**config.mk**
```make
export PLATFORM = sky130hd
export DESIGN_NAME = tick_clock_with_alarm_countdown
export DESIGN_NICKNAME = d
export VERILOG_FILES = /design/src/rtl/core/tcac_pkg.sv /design/src/rtl/core/tcac_count.sv /design/src/rtl/core/tcac_state.sv /design/src/rtl/core/tick_clock_with_alarm_countdown.sv
export VERILOG_INCLUDE_DIRS = /design/src /design/src/rtl/core
export SDC_FILE = /design/constraint.sdc
export NUM_CORES = 2
export LEC_CHECK = 0
export BUFFER_PORTS_ARGS = -buffer_cell sky130_fd_sc_hd__buf_2
export CORE_MARGIN = 2
export CORE_UTILIZATION = 45
export DETAILED_ROUTE_END_ITERATION = 10
export PLACE_DENSITY = 0.71
export SLEW_MARGIN = 40
export SYNTH_ARGS = -nofsm -noshare
export SYNTH_HDL_FRONTEND = slang
export SYNTH_SLANG_ARGS = --single-unit
```
**constraint.sdc**
```tcl
create_clock -name i_clk -period 31.3 [get_ports i_clk]
set_clock_uncertainty 0.15 [all_clocks]
set_input_delay 3.13 -clock i_clk [delete_from_list [all_inputs] [get_ports i_clk]]
set_output_delay 3.13 -clock i_clk [all_outputs]
set_load 0.02 [all_outputs]
```
**src/rtl/core/assert_macros.svh**
```systemverilog
// assertion helpers for the block, compiled out for synthesis
`ifndef ASSERT_MACROS_SVH
`define ASSERT_MACROS_SVH
`ifndef SYNTHESIS
// same-cycle implication
`define ASSERT_IMPL(lbl, clk, rst_n, ante, cons) \
    lbl: assert property (@(posedge clk) disable iff (!rst_n) (ante) |-> (cons)) \
        else $error("assertion failed");
// next-cycle implication
`define ASSERT_NEXT(lbl, clk, rst_n, ante, cons) \
    lbl: assert property (@(posedge clk) disable iff (!rst_n) (ante) |=> (cons)) \
        else $error("assertion failed");
`else
`define ASSERT_IMPL(lbl, clk, rst_n, ante, cons)
`define ASSERT_NEXT(lbl, clk, rst_n, ante, cons)
`endif
`endif

```
**src/rtl/core/tcac_pkg.sv**
```systemverilog
`timescale 1ns / 1ps
package tcac_pkg;

    // command codes
    typedef enum logic [1:0] {
        CMD_TICK      = 2'd0,
        CMD_SET_ALARM = 2'd1,
        CMD_SET_TIME  = 2'd2,
        CMD_READ_TIME = 2'd3
    } t_cmd;

    localparam int SEC_W   = 32;
    localparam int NSEC_W  = 30;
    localparam int COUNT_W = 46;

    localparam logic [30:0] TICK_NS    = 31'd200000;
    localparam logic [30:0] NS_PER_SEC = 31'd1000000000;
    localparam logic [17:0] HALF_TICK  = 18'd100000;
    localparam logic [44:0] TICKS_PER_SEC = 45'd5000;

    // nsec / 200000 == (nsec >> 6) / 3125, done with a reciprocal
    localparam int          RECIP_SHIFT = 36;
    localparam logic [48:0] RECIP       = 49'd21990232;
    localparam logic [24:0] DIV_K       = 25'd3125;

    // one command word as it moves down the pipe
    typedef struct packed {
        logic               valid;
        t_cmd               cmd;
        logic [SEC_W-1:0]   sec;
        logic [NSEC_W-1:0]  nsec;
    } t_item;

    // status seen by the top level checks
    typedef struct packed {
        logic armed;
        logic upd;
    } t_status;

endpackage

```
**src/rtl/core/tcac_count.sv**
```systemverilog
`timescale 1ns / 1ps
module tcac_count
    import tcac_pkg::*;
(
    input  logic               i_clk,
    input  logic               i_rst_n,
    input  logic               i_en,
    input  t_item              i_item,
    output t_item              o_item,
    output logic [COUNT_W-1:0] o_count
);

    t_item        r_s1, r_s2, r_s3, r_s4;
    logic [44:0]  r_secprod2, r_secprod3;
    logic [48:0]  r_recprod;
    logic [12:0]  r_q0;
    logic [12:0]  r_rem0;
    logic [COUNT_W-1:0] r_count;

    logic [12:0]  w_q0;
    logic [24:0]  w_sub;
    logic [12:0]  w_q;
    logic [12:0]  w_rem_full;
    logic [11:0]  w_rem;
    logic [17:0]  w_frac;
    logic         w_round;

    // stage 3: quotient estimate and remainder
    assign w_q0  = r_recprod[RECIP_SHIFT +: 13];
    assign w_sub = {1'b0, r_s2.nsec[NSEC_W-1:6]} - ({12'd0, w_q0} * DIV_K);

    // stage 4: one correction step and rounding
    always_comb begin
        if (r_rem0 >= 13'd3125) begin
            w_q        = r_q0 + 13'd1;
            w_rem_full = r_rem0 - 13'd3125;
        end else begin
            w_q        = r_q0;
            w_rem_full = r_rem0;
        end
        w_rem   = w_rem_full[11:0];
        w_frac  = {w_rem, r_s3.nsec[5:0]};
        w_round = (w_frac >= HALF_TICK);
    end

    // valid bits and payload stages
    always_ff @(posedge i_clk) begin
        if (!i_rst_n) begin
            r_s1.valid <= 1'b0;
            r_s2.valid <= 1'b0;
            r_s3.valid <= 1'b0;
            r_s4.valid <= 1'b0;
        end else if (i_en) begin
            r_s1.valid <= i_item.valid;
            r_s2.valid <= r_s1.valid;
            r_s3.valid <= r_s2.valid;
            r_s4.valid <= r_s3.valid;
        end
        if (i_en) begin
            r_s1.cmd  <= i_item.cmd;
            r_s1.sec  <= i_item.sec;
            r_s1.nsec <= i_item.nsec;

            r_s2.cmd   <= r_s1.cmd;
            r_s2.sec   <= r_s1.sec;
            r_s2.nsec  <= r_s1.nsec;
            r_secprod2 <= {13'd0, r_s1.sec} * TICKS_PER_SEC;
            r_recprod  <= {25'd0, r_s1.nsec[NSEC_W-1:6]} * RECIP;

            r_s3.cmd   <= r_s2.cmd;
            r_s3.sec   <= r_s2.sec;
            r_s3.nsec  <= r_s2.nsec;
            r_secprod3 <= r_secprod2;
            r_q0       <= w_q0;
            r_rem0     <= w_sub[12:0];

            r_s4.cmd  <= r_s3.cmd;
            r_s4.sec  <= r_s3.sec;
            r_s4.nsec <= r_s3.nsec;
            r_count   <= {1'b0, r_secprod3} + {33'd0, w_q} + {45'd0, w_round};
        end
    end

    assign o_item  = r_s4;
    assign o_count = r_count;

endmodule

```
**src/rtl/core/tcac_state.sv**
```systemverilog
`timescale 1ns / 1ps
module tcac_state
    import tcac_pkg::*;
(
    input  logic               i_clk,
    input  logic               i_rst_n,
    input  logic               i_en,
    input  t_item              i_item,
    input  logic [COUNT_W-1:0] i_count,
    output logic               o_valid,
    output logic               o_fired,
    output logic [SEC_W-1:0]   o_sec,
    output logic [NSEC_W-1:0]  o_nsec,
    output t_status            o_status
);

    logic [SEC_W-1:0]   r_sec, n_sec;
    logic [NSEC_W-1:0]  r_nsec, n_nsec;
    logic               r_armed, n_armed;
    logic [COUNT_W-1:0] r_ticks, n_ticks;
    logic               n_fired;
    logic               r_out_valid, r_out_fired, r_upd;
    logic [SEC_W-1:0]   r_out_sec;
    logic [NSEC_W-1:0]  r_out_nsec;
    logic [30:0]        w_ns;

    assign w_ns = {1'b0, r_nsec} + TICK_NS;

    // next clock and alarm state for one command
    always_comb begin
        n_sec   = r_sec;
        n_nsec  = r_nsec;
        n_armed = r_armed;
        n_ticks = r_ticks;
        n_fired = 1'b0;
        unique case (i_item.cmd)
            CMD_TICK: begin
                if (w_ns >= NS_PER_SEC) begin
                    n_nsec = NSEC_W'(w_ns - NS_PER_SEC);
                    n_sec  = r_sec + 32'd1;
                end else begin
                    n_nsec = w_ns[NSEC_W-1:0];
                end
                if (r_armed) begin
                    if (r_ticks <= 46'd1) begin
                        n_fired = 1'b1;
                        n_armed = 1'b0;
                    end
                    if (r_ticks != '0) begin
                        n_ticks = r_ticks - 46'd1;
                    end
                end
            end
            CMD_SET_ALARM: begin
                n_ticks = i_count;
                n_armed = 1'b1;
            end
            CMD_SET_TIME: begin
                n_sec  = i_item.sec;
                n_nsec = i_item.nsec;
                if (r_armed) begin
                    n_fired = 1'b1;
                    n_armed = 1'b0;
                end
            end
            CMD_READ_TIME: begin
            end
            default: begin
            end
        endcase
    end

    // state and control
    always_ff @(posedge i_clk) begin
        if (!i_rst_n) begin
            r_sec       <= '0;
            r_nsec      <= '0;
            r_armed     <= 1'b0;
            r_ticks     <= '0;
            r_out_valid <= 1'b0;
            r_upd       <= 1'b0;
        end else begin
            r_upd <= i_en && i_item.valid;
            if (i_en) begin
                r_out_valid <= i_item.valid;
                if (i_item.valid) begin
                    r_sec   <= n_sec;
                    r_nsec  <= n_nsec;
                    r_armed <= n_armed;
                    r_ticks <= n_ticks;
                end
            end
        end
    end

    // result register
    always_ff @(posedge i_clk) begin
        if (i_en && i_item.valid) begin
            r_out_fired <= n_fired;
            r_out_sec   <= n_sec;
            r_out_nsec  <= n_nsec;
        end
    end

    assign o_valid        = r_out_valid;
    assign o_fired        = r_out_fired;
    assign o_sec          = r_out_sec;
    assign o_nsec         = r_out_nsec;
    assign o_status.armed = r_armed;
    assign o_status.upd   = r_upd;

endmodule

```
**src/rtl/core/tick_clock_with_alarm_countdown.sv**
```systemverilog
`timescale 1ns / 1ps
// tick-driven seconds/nanoseconds clock with a one-shot alarm countdown
// input channel s_axis: one command word per handshake, command code in tuser,
// seconds and nanoseconds (alarm delay or new time) in tdata
// output channel m_axis: exactly one word per command, holding the fire flag
// and the clock as it stands after that command
// a command accepted on s_axis passes the four stages that work out the alarm
// count, then the state registers update and drive m_axis_tvalid
// throughput: one command per cycle unless m_axis stalls; the clock and
// countdown registers are read and written in the same cycle, so commands follow freely
// stall: while a result waits on m_axis the whole pipe holds and s_axis_tready
// drops; it rises again in the cycle the result is taken
// reset (i_rst_n low, synchronous): clock zero, alarm disarmed, count zero,
// pipe emptied
`include "assert_macros.svh"
module tick_clock_with_alarm_countdown
    import tcac_pkg::*;
(
    input  logic        i_clk,
    input  logic        i_rst_n,
    input  logic        s_axis_tvalid,
    output logic        s_axis_tready,
    input  logic [63:0] s_axis_tdata,   // time_sec[31:0], time_nsec[61:32], zero pad
    input  logic [1:0]  s_axis_tuser,   // cmd[1:0]
    output logic        m_axis_tvalid,
    input  logic        m_axis_tready,
    output logic [63:0] m_axis_tdata    // alarm_fired[0], clock_sec[32:1], clock_nsec[62:33]
);

    t_item              w_in_item;
    t_item              w_cnt_item;
    logic [COUNT_W-1:0] w_count;
    logic               w_en;
    logic               w_out_valid;
    logic               w_fired;
    logic [SEC_W-1:0]   w_sec;
    logic [NSEC_W-1:0]  w_nsec;
    t_status            w_status;

    // pipe advances unless a result is stuck at the output
    assign w_en          = !w_out_valid || m_axis_tready;
    assign s_axis_tready = w_en;

    // unpack the input word
    assign w_in_item.valid = s_axis_tvalid;
    assign w_in_item.cmd   = t_cmd'(s_axis_tuser);
    assign w_in_item.sec   = s_axis_tdata[31:0];
    assign w_in_item.nsec  = s_axis_tdata[61:32];

    tcac_count u_count (
        .i_clk   (i_clk),
        .i_rst_n (i_rst_n),
        .i_en    (w_en),
        .i_item  (w_in_item),
        .o_item  (w_cnt_item),
        .o_count (w_count)
    );

    tcac_state u_state (
        .i_clk    (i_clk),
        .i_rst_n  (i_rst_n),
        .i_en     (w_en),
        .i_item   (w_cnt_item),
        .i_count  (w_count),
        .o_valid  (w_out_valid),
        .o_fired  (w_fired),
        .o_sec    (w_sec),
        .o_nsec   (w_nsec),
        .o_status (w_status)
    );

    // pack the result word
    assign m_axis_tvalid = w_out_valid;
    assign m_axis_tdata  = {1'b0, w_nsec, w_sec, w_fired};

    // checks
    `ASSERT_IMPL(a_fire_disarms, i_clk, i_rst_n, w_status.upd && w_fired, !w_status.armed)
    `ASSERT_IMPL(a_fire_needs_arm, i_clk, i_rst_n, w_status.upd && !$past(w_status.armed), !w_fired)
    `ASSERT_IMPL(a_stall_blocks_in, i_clk, i_rst_n, m_axis_tvalid && !m_axis_tready, !s_axis_tready)

endmodule
```
==> results.cfg <==
[run_status]
run_status = finished clean

[synth]
syn_nets = 4636
yosysTopAreaCellShare_pct = 34.5
synthTopCellsByCount = inv_1 (684), edfxtp_1 (480), ha_1 (451)
synth_area_leaders = edfxtp_1 (35%), fa_1 (16%), ha_1 (14%), inv_1 (6.1%), dfxtp_1 (5.5%)
ys_types = 101
synthCells = 3786
synth_most_common_cell = inv_1
syn_area_um2 = 41800
synth_edf_count = 480
async_flop_share_pct = 0
synth_area_per_cell_um2 = 11.0
ys_seq_elements = 594
synth_top_area_cell = edfxtp_1
yosysSeqAreaShare_pct = 40.0
synth_ff_type = edfxtp_1
yosys_warnings = 0

[timing]
period_share_pct = 24.9
hold_viol = 0
slew_violations = 0
max_freq_mhz = 128
fin_hold_ws_ns = 0.254
grt_setup_unrepaired = false
tns_ns = 0
worst_slack_ns = 23.50
finalSetupViolCount = 0
worst_slew_pin_slew_ns = 0.846
max_slew_margin_pct = 43.5
finalCriticalPeriod_ns = 7.81

[place]
dpl.hpwl_mm = 67.5
placed_cell_area_um2 = 43700
numPortBuffers = 132
dp.cells = 5070
routabilityCongestion = 0.896
pre_cts_ws_ns = 23.43

[clock_network]
clk_latency_ns = 0.64
cts_root_buffer = clkbuf_16
ctsHoldBuffers = 0
htree_levels = 3
ctsResizeCount = 0
cts_buffers = 69
cts_tree = done
cts.sinks = 594
cts.path.max_buffers = 3
post-cts-setup-buffers = 0
path_clk_slew_ns = 0.06

[global_routing]
grt_pass1_wl_mm = 149
grt_pass1_vias = 27600
track_usage_pct = 19.8
grt_max_degree = 132
antenna_found_initial = 10
grt-ovfl-total = 0

[final_layout]
synthToLayoutAreaGrowth_pct = 10.2
final_util_pct = 50.1
n_fill_cell = 8060
drive_gt1_share_pct = 8.34
fin_nets = 4751
multi_input_area_um2 = 22100
layout.cells.non_filler = 5202
fin_area_um2 = 46000
seq_area_um2 = 16700

[critical_path]
cp.arrival_ns = 4.53
path_buf_inv = 3
worst_path_most_repeated_cell = buf_2
critPathMaxStageDelay_ns = 0.64
rr_endpoint = u_count.r_recprod[48]$_DFFE_PN_
crit_type = in -> out
crit_path_end_kind = output port
start_kind = input port
cp-endpoint = s_axis_tready
crit_family = buffers and inverters
path_max_fanout = 131
crit_chain = buf_2 -> nor2b_1 -> inv_12 -> buf_2
critical_path_depth = 4
r2r-start = u_count.r_s1[10]$_DFFE_PN_
critPathSlowestCell = nor2b_1
r2r_slack_ns = 23.62
cp-startpoint = m_axis_tready
ff2ff_path_depth = 22
cp.required_ns = 28.02

[routing]
avgViaCountPerCell = 5.34
routed_wl_mm = 92.1
dr.pass1.iters = 6
post-route-drc-count = 0
drtAntennaViolNets = 0
num_vias = 27800
first_iter_violations = 2416
routedWlPerCell_um = 17.7

[pwr]
power_frac_comb_pct = 60.4
p_seq_share_pct = 24.2
swShare_pct = 41.4
power_density_nw_per_um2 = 113
p_leak_nw = 20.5
report.power.total_mw = 5.19
p_clk_share_pct = 15.4
p_switching_mw = 2.15
peakVddDrop_v = 0.000206
p_int_mw = 3.04

[floorplanning]
die_w_um = 309
initial_utilization_pct = 45.5
die_area_um2 = 95300
num_rows = 111
die_h_um = 309
core_area_um2 = 91800
io_pins = 136

[worst_hold_path]
hold_path.class = reg -> reg

[flow_run]
drv_cap = 0
[registers in the layout, summed over array words and instances, names as in the netlist]
name,count
u_count.o_count,46
u_count.o_item,65
u_count.r_q0,13
u_count.r_recprod,13
u_count.r_rem0,13
u_count.r_s1,65
u_count.r_s2,65
u_count.r_s3,65
u_count.r_secprod2,38
u_count.r_secprod3,38
u_state.o_fired,1
u_state.o_nsec,30
u_state.o_sec,32
u_state.o_valid,1
u_state.r_armed,1
u_state.r_nsec,30
u_state.r_sec,32
u_state.r_ticks,46
[power groups by stage]
stage	registers, mW	logic (mW)	clock network [mW]
final	1.26	3.13	0.800
after global routing	1.27	3.66	0.851
after CTS	1.26	3.16	0.820
after detailed placement	1.27	3.12	0
after global placement	1.27	3.05	0
after floorplan	1.23	2.50	0
[how the worst min path moves through the flow]
stage / from / endpoint / slack (ns) / cells past startpoint
2_1_floorplan: u_count.r_s3[0]$_DFFE_PN_ / u_count.o_item[0]$_DFFE_PN_ / 0.25 / 0
5_1_grt: u_count.r_secprod2[42]$_DFFE_PN_ / u_count.r_secprod3[42]$_DFFE_PN_ / 0.26 / 0
6_report: u_count.r_secprod2[42]$_DFFE_PN_ / u_count.r_secprod3[42]$_DFFE_PN_ / 0.25 / 0
3_3_place_gp: u_count.r_secprod2[43]$_DFFE_PN_ / u_count.r_secprod3[43]$_DFFE_PN_ / 0.25 / 0
4_1_cts: u_count.r_s2[51]$_DFFE_PN_ / u_count.r_s3[51]$_DFFE_PN_ / 0.25 / 0
3_5_place_dp: u_count.r_s3[49]$_DFFE_PN_ / u_count.o_item[49]$_DFFE_PN_ / 0.25 / 0
[metal layers]
layer | wire length (um) | up-vias | share of wire (%) | track usage [%]
li1 | - | 13300 | - | -
met1 | 42200 | 13600 | 46 | 27.9
met2 | 42200 | 760 | 46 | 31.5
met3 | 5670 | 138 | 6.2 | 3.24
met4 | 1960 | 8 | 2.1 | 5.72
met5 | 44 | - | 0.048 | 0
[placed cells by master (no fill, tap or decap), drive strengths merged, types with 66 or more instances in the layout]
master	instances
nand3	66
fa	329
nor2	189
buf	156
a21oi	180
edfxtp	480
nand2	204
clkbuf	86
ha	451
o21ai	175
dfxtp	114
xnor2	112
inv	689
[cell families after synthesis]
logic type / share of synthesized area (%)
other cells: 0.00898
compound gates: 11.1
mux: 0.377
simple gates: 8.91
flops: 40.0
xor+xnor: 3.04
buf+inv: 7.29
fa+ha+maj: 29.3
[worst register-to-register path, stage by stage (launching register included)]
cell and delay, ns:
edfxtp_1 0.87, inv_1 0.29, fa_1 0.56, inv_1 0.05, ha_1 0.21, fa_1 0.55, fa_1 0.45, fa_1 0.52
fa_1 0.55, inv_1 0.06, fa_1 0.54, inv_1 0.05, ha_1 0.28, a21oi_1 0.06, o21ai_0 0.20, o21ai_0 0.12
a31oi_1 0.40, o221ai_1 0.35, nand2_1 0.20, a21oi_1 0.16, o41ai_1 0.54, a21oi_1 0.16, xnor2_1 0.14
[layout make-up]
cell class | instances | share of cell area (%)
Tap cell | 1243 | 3.38
Clock inverter | 41 | 0.916
Sequential cell | 594 | 36.3
Multi-Input combinational cell | 2394 | 47.9
Antenna cell | 2 | 0.0109
Clock buffer | 86 | 4.00
Timing Repair Buffer | 156 | 1.90
Inverter | 686 | 5.63
No activity file was read; power rests on OpenSTA's default activity.
